===== config.mk =====
export PLATFORM = sky130hd
export DESIGN_NAME = resp_bulk_array_parser_core
export DESIGN_NICKNAME = d
export VERILOG_FILES = /design/src/hw/rtl/rbap_pkg.sv /design/src/hw/rtl/resp_bulk_array_parser_core.sv /design/src/hw/rtl/rbap_front.sv /design/src/hw/rtl/rbap_queue.sv /design/src/hw/rtl/rbap_back.sv
export SDC_FILE = /design/constraint.sdc
export NUM_CORES = 1
export LEC_CHECK = 0
export BUFFER_PORTS_ARGS = -buffer_cell sky130_fd_sc_hd__buf_4
export CORE_UTILIZATION = 30
export CTS_BUF_LIST = sky130_fd_sc_hd__clkbuf_4 sky130_fd_sc_hd__clkbuf_8 sky130_fd_sc_hd__clkbuf_16
export DETAILED_ROUTE_END_ITERATION = 12
export GPL_ROUTABILITY_DRIVEN = 1
export HOLD_SLACK_MARGIN = 0.15
export SLEW_MARGIN = 20
export SYNTH_ARGS = -nofsm -noshare
export SYNTH_HDL_FRONTEND = slang
export SYNTH_SLANG_ARGS = --single-unit

===== constraint.sdc =====
create_clock -name aclk -period 11.7 [get_ports aclk]
set_input_delay 0.585 -clock aclk [delete_from_list [all_inputs] [get_ports aclk]]
set_output_delay 0.585 -clock aclk [all_outputs]
set_load 0.01 [all_outputs]

===== src/hw/rtl/rbap_pkg.sv =====
package rbap_pkg;

    localparam int COUNT_BITS_DEF  = 16;
    localparam int LENGTH_BITS_DEF = 32;
    localparam int MIN_BYTES       = 4;

    localparam logic [7:0] CH_CR     = 8'h0D;
    localparam logic [7:0] CH_LF     = 8'h0A;
    localparam logic [7:0] CH_STAR   = 8'h2A;
    localparam logic [7:0] CH_DOLLAR = 8'h24;

    localparam logic [1:0] KIND_DATA   = 2'd0;
    localparam logic [1:0] KIND_END    = 2'd1;
    localparam logic [1:0] KIND_STATUS = 2'd2;

    localparam logic [3:0] ST_OK             = 4'd0;
    localparam logic [3:0] ST_FORMAT         = 4'd1;
    localparam logic [3:0] ST_NO_STAR        = 4'd2;
    localparam logic [3:0] ST_BAD_COUNT      = 4'd3;
    localparam logic [3:0] ST_NOT_DOLLAR     = 4'd4;
    localparam logic [3:0] ST_BAD_LENGTH     = 4'd5;
    localparam logic [3:0] ST_LEN_MISMATCH   = 4'd6;
    localparam logic [3:0] ST_JUNK           = 4'd7;
    localparam logic [3:0] ST_COUNT_MISMATCH = 4'd8;

    // up to two results per input byte: a data or end result and a status
    typedef struct packed {
        logic       has_data;
        logic [1:0] kind;
        logic [7:0] data;
        logic [15:0] element;
        logic       has_status;
        logic [3:0] status;
    } action_t;

endpackage


===== src/hw/rtl/resp_bulk_array_parser_core.sv =====
// channel  | dir | tdata (low bit up)                     | tuser    | tlast
// s_       | in  | in_byte[7:0]                           | -        | in_final
// m_       | out | out_byte, out_element, out_status, pad | out_kind | out_run_end
// one byte per cycle unless the output stalls or a byte yields two results; a byte
// that yields an element result and the final status sends both in turn over the single output port
// front decodes a byte per cycle into a two-entry queue while it has room, back serialises it
// aresetn synchronous active low, clears parser state and queue
module resp_bulk_array_parser_core #(
    parameter int COUNT_BITS  = rbap_pkg::COUNT_BITS_DEF,
    parameter int LENGTH_BITS = rbap_pkg::LENGTH_BITS_DEF
) (
    input  logic        aclk,
    input  logic        aresetn,
    input  logic        s_tvalid,
    output logic        s_tready,
    input  logic [7:0]  s_tdata,   // in_byte
    input  logic        s_tlast,
    output logic        m_tvalid,
    input  logic        m_tready,
    output logic [31:0] m_tdata,   // out_byte, out_element, out_status
    output logic [1:0]  m_tuser,   // out_kind
    output logic        m_tlast
);

    logic              f_valid, f_ready, q_valid, q_ready;
    rbap_pkg::action_t f_act, q_act;

    rbap_front #(.COUNT_BITS(COUNT_BITS), .LENGTH_BITS(LENGTH_BITS)) u_front (
        .aclk(aclk), .aresetn(aresetn),
        .in_valid(s_tvalid), .in_ready(s_tready),
        .in_byte(s_tdata), .in_final(s_tlast),
        .act_valid(f_valid), .act_ready(f_ready), .act(f_act)
    );

    rbap_queue u_queue (
        .aclk(aclk), .aresetn(aresetn),
        .wr_valid(f_valid), .wr_ready(f_ready), .wr_data(f_act),
        .rd_valid(q_valid), .rd_ready(q_ready), .rd_data(q_act)
    );

    rbap_back u_back (
        .aclk(aclk), .aresetn(aresetn),
        .act_valid(q_valid), .act_ready(q_ready), .act(q_act),
        .m_tvalid(m_tvalid), .m_tready(m_tready),
        .m_tdata(m_tdata), .m_tuser(m_tuser), .m_tlast(m_tlast)
    );

endmodule


===== src/hw/rtl/rbap_front.sv =====
module rbap_front #(
    parameter int COUNT_BITS  = rbap_pkg::COUNT_BITS_DEF,
    parameter int LENGTH_BITS = rbap_pkg::LENGTH_BITS_DEF
) (
    input  logic             aclk,
    input  logic             aresetn,
    input  logic             in_valid,
    output logic             in_ready,
    input  logic [7:0]       in_byte,
    input  logic             in_final,
    output logic             act_valid,
    input  logic             act_ready,
    output rbap_pkg::action_t act
);

    typedef enum logic [3:0] {
        PH_STAR, PH_COUNT, PH_COUNT_LF, PH_DOLLAR, PH_LEN,
        PH_LEN_LF, PH_DATA, PH_DATA_LF, PH_DONE, PH_IGNORE
    } phase_t;

    localparam logic [COUNT_BITS-1:0] CMAX = '1;

    phase_t                 phase_reg, phase_next;
    logic [3:0]             err_reg, err_next;
    logic [2:0]             seen_reg, seen_next;
    logic [COUNT_BITS-1:0]  dcount_reg, dcount_next;
    logic [COUNT_BITS-1:0]  done_reg, done_next;
    logic [LENGTH_BITS-1:0] dlen_reg, dlen_next;
    logic [LENGTH_BITS:0]   rlen_reg, rlen_next;
    logic                   dig_reg, dig_next;
    logic                   act_valid_reg;
    rbap_pkg::action_t      act_reg, act_next;

    logic                   take;
    logic                   is_dig;
    logic [3:0]             dval;
    logic [COUNT_BITS+3:0]  cprod;
    logic [LENGTH_BITS+3:0] lprod;
    logic [3:0]             fin_st;

    assign in_ready  = !act_valid_reg || act_ready;
    assign take      = in_valid && in_ready;
    assign act_valid = act_valid_reg;
    assign act       = act_reg;
    assign is_dig    = (in_byte >= 8'h30) && (in_byte <= 8'h39);
    assign dval      = in_byte[3:0];
    // x*10 as shifts and add, overflow checked on the widened result
    assign cprod = {1'b0, dcount_reg, 3'b0} + {3'b0, dcount_reg, 1'b0}
                 + {{COUNT_BITS{1'b0}}, dval};
    assign lprod = {1'b0, dlen_reg, 3'b0} + {3'b0, dlen_reg, 1'b0}
                 + {{LENGTH_BITS{1'b0}}, dval};

    always_comb begin
        phase_next  = phase_reg;
        err_next    = err_reg;
        seen_next   = (seen_reg < 3'(rbap_pkg::MIN_BYTES)) ? seen_reg + 3'd1 : seen_reg;
        dcount_next = dcount_reg;
        done_next   = done_reg;
        dlen_next   = dlen_reg;
        rlen_next   = rlen_reg;
        dig_next    = dig_reg;
        act_next    = '0;
        act_next.element = 16'(done_reg);
        if (err_reg == rbap_pkg::ST_OK) begin
            unique case (phase_reg)
                PH_STAR: begin
                    if (in_byte == rbap_pkg::CH_STAR) begin
                        phase_next = PH_COUNT; dcount_next = '0; dig_next = 1'b0;
                    end else err_next = rbap_pkg::ST_NO_STAR;
                end
                PH_COUNT: begin
                    if (is_dig) begin
                        dcount_next = cprod[COUNT_BITS-1:0];
                        dig_next = 1'b1;
                        if (cprod[COUNT_BITS+3:COUNT_BITS] != '0)
                            err_next = rbap_pkg::ST_BAD_COUNT;
                    end else if (in_byte == rbap_pkg::CH_CR && dig_reg) begin
                        phase_next = PH_COUNT_LF;
                    end else err_next = rbap_pkg::ST_BAD_COUNT;
                end
                PH_COUNT_LF: begin
                    if (in_byte == rbap_pkg::CH_LF)
                        phase_next = (dcount_reg == '0) ? PH_IGNORE : PH_DOLLAR;
                    else err_next = rbap_pkg::ST_BAD_COUNT;
                end
                PH_DOLLAR: begin
                    if (in_byte == rbap_pkg::CH_DOLLAR) begin
                        phase_next = PH_LEN; dlen_next = '0; dig_next = 1'b0;
                    end else err_next = rbap_pkg::ST_NOT_DOLLAR;
                end
                PH_LEN: begin
                    if (is_dig) begin
                        dlen_next = lprod[LENGTH_BITS-1:0];
                        dig_next = 1'b1;
                        if (lprod[LENGTH_BITS+3:LENGTH_BITS] != '0)
                            err_next = rbap_pkg::ST_BAD_LENGTH;
                    end else if (in_byte == rbap_pkg::CH_CR) begin
                        if (dig_reg) phase_next = PH_LEN_LF;
                        else err_next = rbap_pkg::ST_BAD_LENGTH;
                    end else if (in_byte == rbap_pkg::CH_LF) begin
                        err_next = rbap_pkg::ST_FORMAT;
                    end else err_next = rbap_pkg::ST_BAD_LENGTH;
                end
                PH_LEN_LF: begin
                    if (in_byte == rbap_pkg::CH_LF) begin
                        phase_next = PH_DATA; rlen_next = '0;
                    end else err_next = rbap_pkg::ST_FORMAT;
                end
                PH_DATA: begin
                    if (in_byte == rbap_pkg::CH_CR) phase_next = PH_DATA_LF;
                    else if (in_byte == rbap_pkg::CH_LF) err_next = rbap_pkg::ST_FORMAT;
                    else begin
                        act_next.has_data = 1'b1;
                        act_next.kind = rbap_pkg::KIND_DATA;
                        act_next.data = in_byte;
                        if (!rlen_reg[LENGTH_BITS]) rlen_next = rlen_reg + 1'b1;
                    end
                end
                PH_DATA_LF: begin
                    if (in_byte != rbap_pkg::CH_LF) err_next = rbap_pkg::ST_FORMAT;
                    else if (rlen_reg != {1'b0, dlen_reg})
                        err_next = rbap_pkg::ST_LEN_MISMATCH;
                    else begin
                        act_next.has_data = 1'b1;
                        act_next.kind = rbap_pkg::KIND_END;
                        done_next = (done_reg + 1'b1) & CMAX;
                        phase_next = (done_next == dcount_reg) ? PH_DONE : PH_DOLLAR;
                    end
                end
                PH_DONE: err_next = rbap_pkg::ST_JUNK;
                PH_IGNORE: ;
                default: ;
            endcase
        end
        if (seen_next < 3'(rbap_pkg::MIN_BYTES)) fin_st = rbap_pkg::ST_FORMAT;
        else if (err_next != rbap_pkg::ST_OK) fin_st = err_next;
        else begin
            unique case (phase_next)
                PH_COUNT, PH_COUNT_LF: fin_st = rbap_pkg::ST_BAD_COUNT;
                PH_DOLLAR:             fin_st = rbap_pkg::ST_COUNT_MISMATCH;
                PH_DONE, PH_IGNORE:    fin_st = rbap_pkg::ST_OK;
                default:               fin_st = rbap_pkg::ST_FORMAT;
            endcase
        end
        if (in_final) begin
            act_next.has_status = 1'b1;
            act_next.status = fin_st;
            phase_next = PH_STAR; err_next = '0; seen_next = '0;
            dcount_next = '0; done_next = '0; dlen_next = '0;
            rlen_next = '0; dig_next = 1'b0;
        end
    end

    always_ff @(posedge aclk) begin
        if (!aresetn) begin
            phase_reg <= PH_STAR; err_reg <= '0; seen_reg <= '0;
            dcount_reg <= '0; done_reg <= '0; dlen_reg <= '0;
            rlen_reg <= '0; dig_reg <= 1'b0; act_valid_reg <= 1'b0;
        end else begin
            if (in_ready) act_valid_reg <= take && (act_next.has_data || act_next.has_status);
            if (take) begin
                phase_reg <= phase_next; err_reg <= err_next; seen_reg <= seen_next;
                dcount_reg <= dcount_next; done_reg <= done_next;
                dlen_reg <= dlen_next; rlen_reg <= rlen_next; dig_reg <= dig_next;
            end
        end
        if (take) act_reg <= act_next;
    end

endmodule


===== src/hw/rtl/rbap_queue.sv =====
module rbap_queue (
    input  logic              aclk,
    input  logic              aresetn,
    input  logic              wr_valid,
    output logic              wr_ready,
    input  rbap_pkg::action_t wr_data,
    output logic              rd_valid,
    input  logic              rd_ready,
    output rbap_pkg::action_t rd_data
);

    rbap_pkg::action_t mem_reg [2];
    logic              wp_reg, rp_reg;
    logic [1:0]        cnt_reg;
    logic              wr, rd;

    assign wr_ready = cnt_reg != 2'd2;
    assign rd_valid = cnt_reg != 2'd0;
    assign rd_data  = mem_reg[rp_reg];
    assign wr = wr_valid && wr_ready;
    assign rd = rd_valid && rd_ready;

    always_ff @(posedge aclk) begin
        if (!aresetn) begin
            wp_reg <= 1'b0; rp_reg <= 1'b0; cnt_reg <= '0;
        end else begin
            if (wr) wp_reg <= !wp_reg;
            if (rd) rp_reg <= !rp_reg;
            cnt_reg <= cnt_reg + {1'b0, wr} - {1'b0, rd};
        end
        if (wr) mem_reg[wp_reg] <= wr_data;
    end

endmodule


===== src/hw/rtl/rbap_back.sv =====
module rbap_back (
    input  logic              aclk,
    input  logic              aresetn,
    input  logic              act_valid,
    output logic              act_ready,
    input  rbap_pkg::action_t act,
    output logic              m_tvalid,
    input  logic              m_tready,
    output logic [31:0]       m_tdata,
    output logic [1:0]        m_tuser,
    output logic              m_tlast
);

    logic       second_reg;
    logic       sel_status;
    logic       last;
    logic [7:0] b;
    logic [15:0] e;
    logic [3:0] s;

    // data result first, then status
    assign sel_status = !act.has_data || second_reg;
    assign last       = sel_status || !act.has_status;
    assign m_tvalid   = act_valid;
    assign act_ready  = m_tready && last;
    assign b = sel_status ? 8'h00 : act.data;
    assign e = sel_status ? 16'h0000 : act.element;
    assign s = sel_status ? act.status : rbap_pkg::ST_OK;
    assign m_tuser = sel_status ? rbap_pkg::KIND_STATUS : act.kind;
    assign m_tdata = {4'b0, s, e, b};
    assign m_tlast = last;

    always_ff @(posedge aclk) begin
        if (!aresetn) begin
            second_reg <= 1'b0;
        end else if (act_valid && m_tready) begin
            second_reg <= !last;
        end
    end

endmodule


==> results_dict.tcl <==
set metrics [dict create \
    die_h_um 209 \
    regToRegStartpoint "u_front.dcount_reg[0]" \
    synth_seq_area_share 0.398 \
    synth.lib_cells_used.distinct 99 \
    p_sw_frac 0.248 \
    detailroute.via_count 10269 \
    fmaxAchievable_mhz 224 \
    layout.nets 1516 \
    cell_internal_power_mw 1.35 \
    worstSetupEndpoint "u_front.act[3]" \
    slowest_stage "sky130_fd_sc_hd__fa_1" \
    area_of_the_mapped_netlist_sq_mm 0.0128 \
    ys_seq_elements 209 \
    max-clock-path-buffers 3 \
    slew_viol_final 0 \
    synth_compound_gate_area_share 0.174 \
    maxSlewHeadroom 0.335 \
    timing.max_cap.violations 0 \
    finalCriticalPeriod_ns 4.46 \
    share_of_synthesized_cell_area_in_full_adder_half_adder_and_majority_cells 0.103 \
    drt-total-wl_um 30900 \
    power.share.combinational 0.115 \
    cellLeakagePower_nw 5.97 \
    irDropWorstVdd_uv 90.8 \
    cts_resized 0 \
    setup_repair_after_global_routing_missed_its_margin "no" \
    synthToLayoutAreaGrowth_pct 12.8 \
    detail_route.first_pass.iterations 5 \
    regToRegSetupSlack_ns 7.24 \
    fp.dieArea_sq_mm 0.0437 \
    power_frac_clock 0.430 \
    worst_skew_pair.late_latency_ns 0.53 \
    worst_case_setup_margin_in_the_final_layout_ns 7.24 \
    cts-buffers-inserted 24 \
    share_of_the_clock_period_used_by_the_worst_path_after_layout 0.382 \
    worst_r2r_path_depth 13 \
    drc 0 \
    post_synth_xor_area_fraction 0.0757 \
    worst-endpoint-arrival_ns 4.83 \
    final-hold-violation-count 0 \
    postSynthAreaPerCell_sq_um 9.33 \
    required_ns 12.07 \
    transition_time_at_the_pin_with_the_least_slew_margin_ns 0.997 \
    post_cts_buffers 0 \
    cp-startpoint "u_front.dcount_reg[0]" \
    drive_gt1_frac 0.0966 \
    placement_setup_slack_ns 6.94 \
    syn_inst 1377 \
    clock_tree.root_cell "sky130_fd_sc_hd__clkbuf_16" \
    routed_via_density 5.25 \
    multiplexer_share_of_the_synthesized_area 0.0292 \
    postSynth.asyncResetShare 0 \
    holdBufCountCts 0 \
    largest_register_ff_count 62 \
    floorplan.die.width_um 209 \
    grt_pass1_wl_um 50800 \
    final_cell_mix "sky130_fd_sc_hd__nor2_1, sky130_fd_sc_hd__dfxtp_1, sky130_fd_sc_hd__ha_1" \
    mostFrequentLayoutCell "sky130_fd_sc_hd__nor2_1" \
    p_per_area_mw_per_mm2 124 \
    global_route.usage.total 0.140 \
    cts_htree_levels 1 \
    worstSetupStartpointType "flip-flop" \
    grt_pass1_vias 9897 \
    clock-sinks 209 \
    yosysWarningCount 0 \
    synth_simple_gate_area_share 0.185 \
    largest_net_degree_at_the_start_of_global_routing 43 \
    pwr-share-seq 0.456 \
    cp_cell_sequence "inv_1 -> fa_1 -> fa_1 -> and2b_1 -> o31ai_2 -> a21oi_2 -> a31oi_2 -> mux2_4 -> a2111oi_4 -> a2111oi_1 -> or4_4 -> or4_4 -> o31ai_2" \
    worst-setup-path-type "reg2reg" \
    power_switching_mw 0.446 \
    floorplan.initialDensity 0.305 \
    ys_dominant_reg_cell "sky130_fd_sc_hd__dfxtp_1" \
    globalRouteOverflowTotal 0 \
    synth_top_family_by_area "simple AND/OR/NAND/NOR gates" \
    slowest_delay_ns 0.56 \
    globalplace.congestion 0.876 \
    worst_hold_path_class "in2reg" \
    dp_hpwl_um 22500 \
    final.setup.tns_ns 0 \
    status "finished clean" \
    antenna_cells 0 \
    cp_max_fo 5 \
    grt_antenna_before_repair 0 \
    io_buffer_count 45 \
    clock_skew_ns 0.0321 \
    synth_edf_count 93 \
    critPathCaptureType "flip-flop" \
    core_sq_mm 0.0421 \
    first_iter_violations 822 \
    timing.rr.end "u_front.act[3]" \
    setup_viol_count_final 0 \
    clk_pin_slew_worst_paths_ns 0.06 \
    tritoncts "yes" \
    std_cell_rows 75 \
    detail_route_antenna_nets 0 \
    wl_per_cell_um 15.8 \
    io_pins 50 \
]
==> worst min path at each step <==
| stage | from | end | slack [ns] | depth (start not counted) |
|---|---|---|---|---|
| 5_1_grt | s_tdata[6] | u_front.act[27] | 0.38 | 2 |
| 4_1_cts | s_tdata[6] | u_front.act[27] | 0.37 | 2 |
| 6_report | s_tdata[6] | u_front.act[27] | 0.38 | 2 |
| 2_1_floorplan | u_front.done_reg[5] | u_front.act[10] | 0.41 | 0 |
| 3_3_place_gp | u_front.act[11] | u_queue.mem_reg[1][11] | 0.42 | 0 |
| 3_5_place_dp | u_front.act[20] | u_queue.mem_reg[0][20] | 0.43 | 0 |
==> power by group through the flow <==
stage | Combinational, mW | Clock (mW) | Sequential (mW)
3_3_place_gp | 0.206 | 0 | 0.834
3_5_place_dp | 0.209 | 0 | 0.835
2_1_floorplan | 0.147 | 0 | 0.811
5_1_grt | 0.226 | 0.820 | 0.823
6_report | 0.206 | 0.772 | 0.819
4_1_cts | 0.209 | 0.791 | 0.820
==> cells by family after synthesis <==
logic type / after synthesis
xor+xnor: 111
mux: 37
compound gates: 335
simple gates: 479
other cells: 1
buf+inv: 102
flops: 209
fa+ha+maj: 103
==> metal layers <==
metal	up-vias	wire, um	track usage
li1	5107	-	-
met1	4833	14100	0.184
met5	-	0	0
met4	0	808	0.0451
met2	276	14500	0.236
met3	53	1430	0.0191
==> critical path, delay by kind of cell, from the launching register on <==
kind / cells / cell delay, ns
muxes: 1 / 0.33
AOI/OAI and AO/OA: 6 / 1.36
and+or+nand+nor: 3 / 1.27
adders and majority gates: 2 / 0.78
DFF: 1 / 0.46
buffers and inverters: 1 / 0.10
==> cell usage after synthesis (15+ instances only) <==
cell type,count,area share
sky130_fd_sc_hd__nor4_1,21,0.010
sky130_fd_sc_hd__nor2_1,184,0.054
sky130_fd_sc_hd__mux2i_1,36,0.028
sky130_fd_sc_hd__and2_1,17,0.0083
sky130_fd_sc_hd__ha_1,99,0.096
sky130_fd_sc_hd__edfxtp_1,93,0.22
sky130_fd_sc_hd__inv_1,40,0.012
sky130_fd_sc_hd__nand2_1,75,0.022
sky130_fd_sc_hd__a21o_1,25,0.015
sky130_fd_sc_hd__xor2_1,66,0.045
sky130_fd_sc_hd__a22oi_1,45,0.026
sky130_fd_sc_hd__nor3_1,30,0.012
sky130_fd_sc_hd__o21ai_0,53,0.021
sky130_fd_sc_hd__xnor2_1,45,0.031
sky130_fd_sc_hd__and3_1,15,0.0073
sky130_fd_sc_hd__dfxtp_1,116,0.18
sky130_fd_sc_hd__nand3_1,35,0.014
sky130_fd_sc_hd__a21oi_1,96,0.037
sky130_fd_sc_hd__clkbuf_1,43,0.013
==> final cells by class <==
class | instances | area [sq um]
clock inverter | 15 | 160
fill | 4202 | 27600
timing repair buffer | 54 | 405
sequential | 209 | 5120
clock buffer | 29 | 656
tap | 539 | 674
inverter | 42 | 158
multi-input combinational | 1069 | 7320
==> per-stage QoR <==
step                      area [sq um]   util  power, mW  instances  hold WS (ns)
after global placement           13700  0.324       1.04       1913         0.423
after CTS                        14500  0.344       1.82       1957         0.368
final                            14500  0.344       1.80       1957         0.381
after floorplan                  12900      -      0.958       1380         0.406
after global routing             14500  0.344       1.87       1957         0.382
after detailed placement         13700  0.324       1.04       1913         0.430
(Power assumes the default switching activity.)
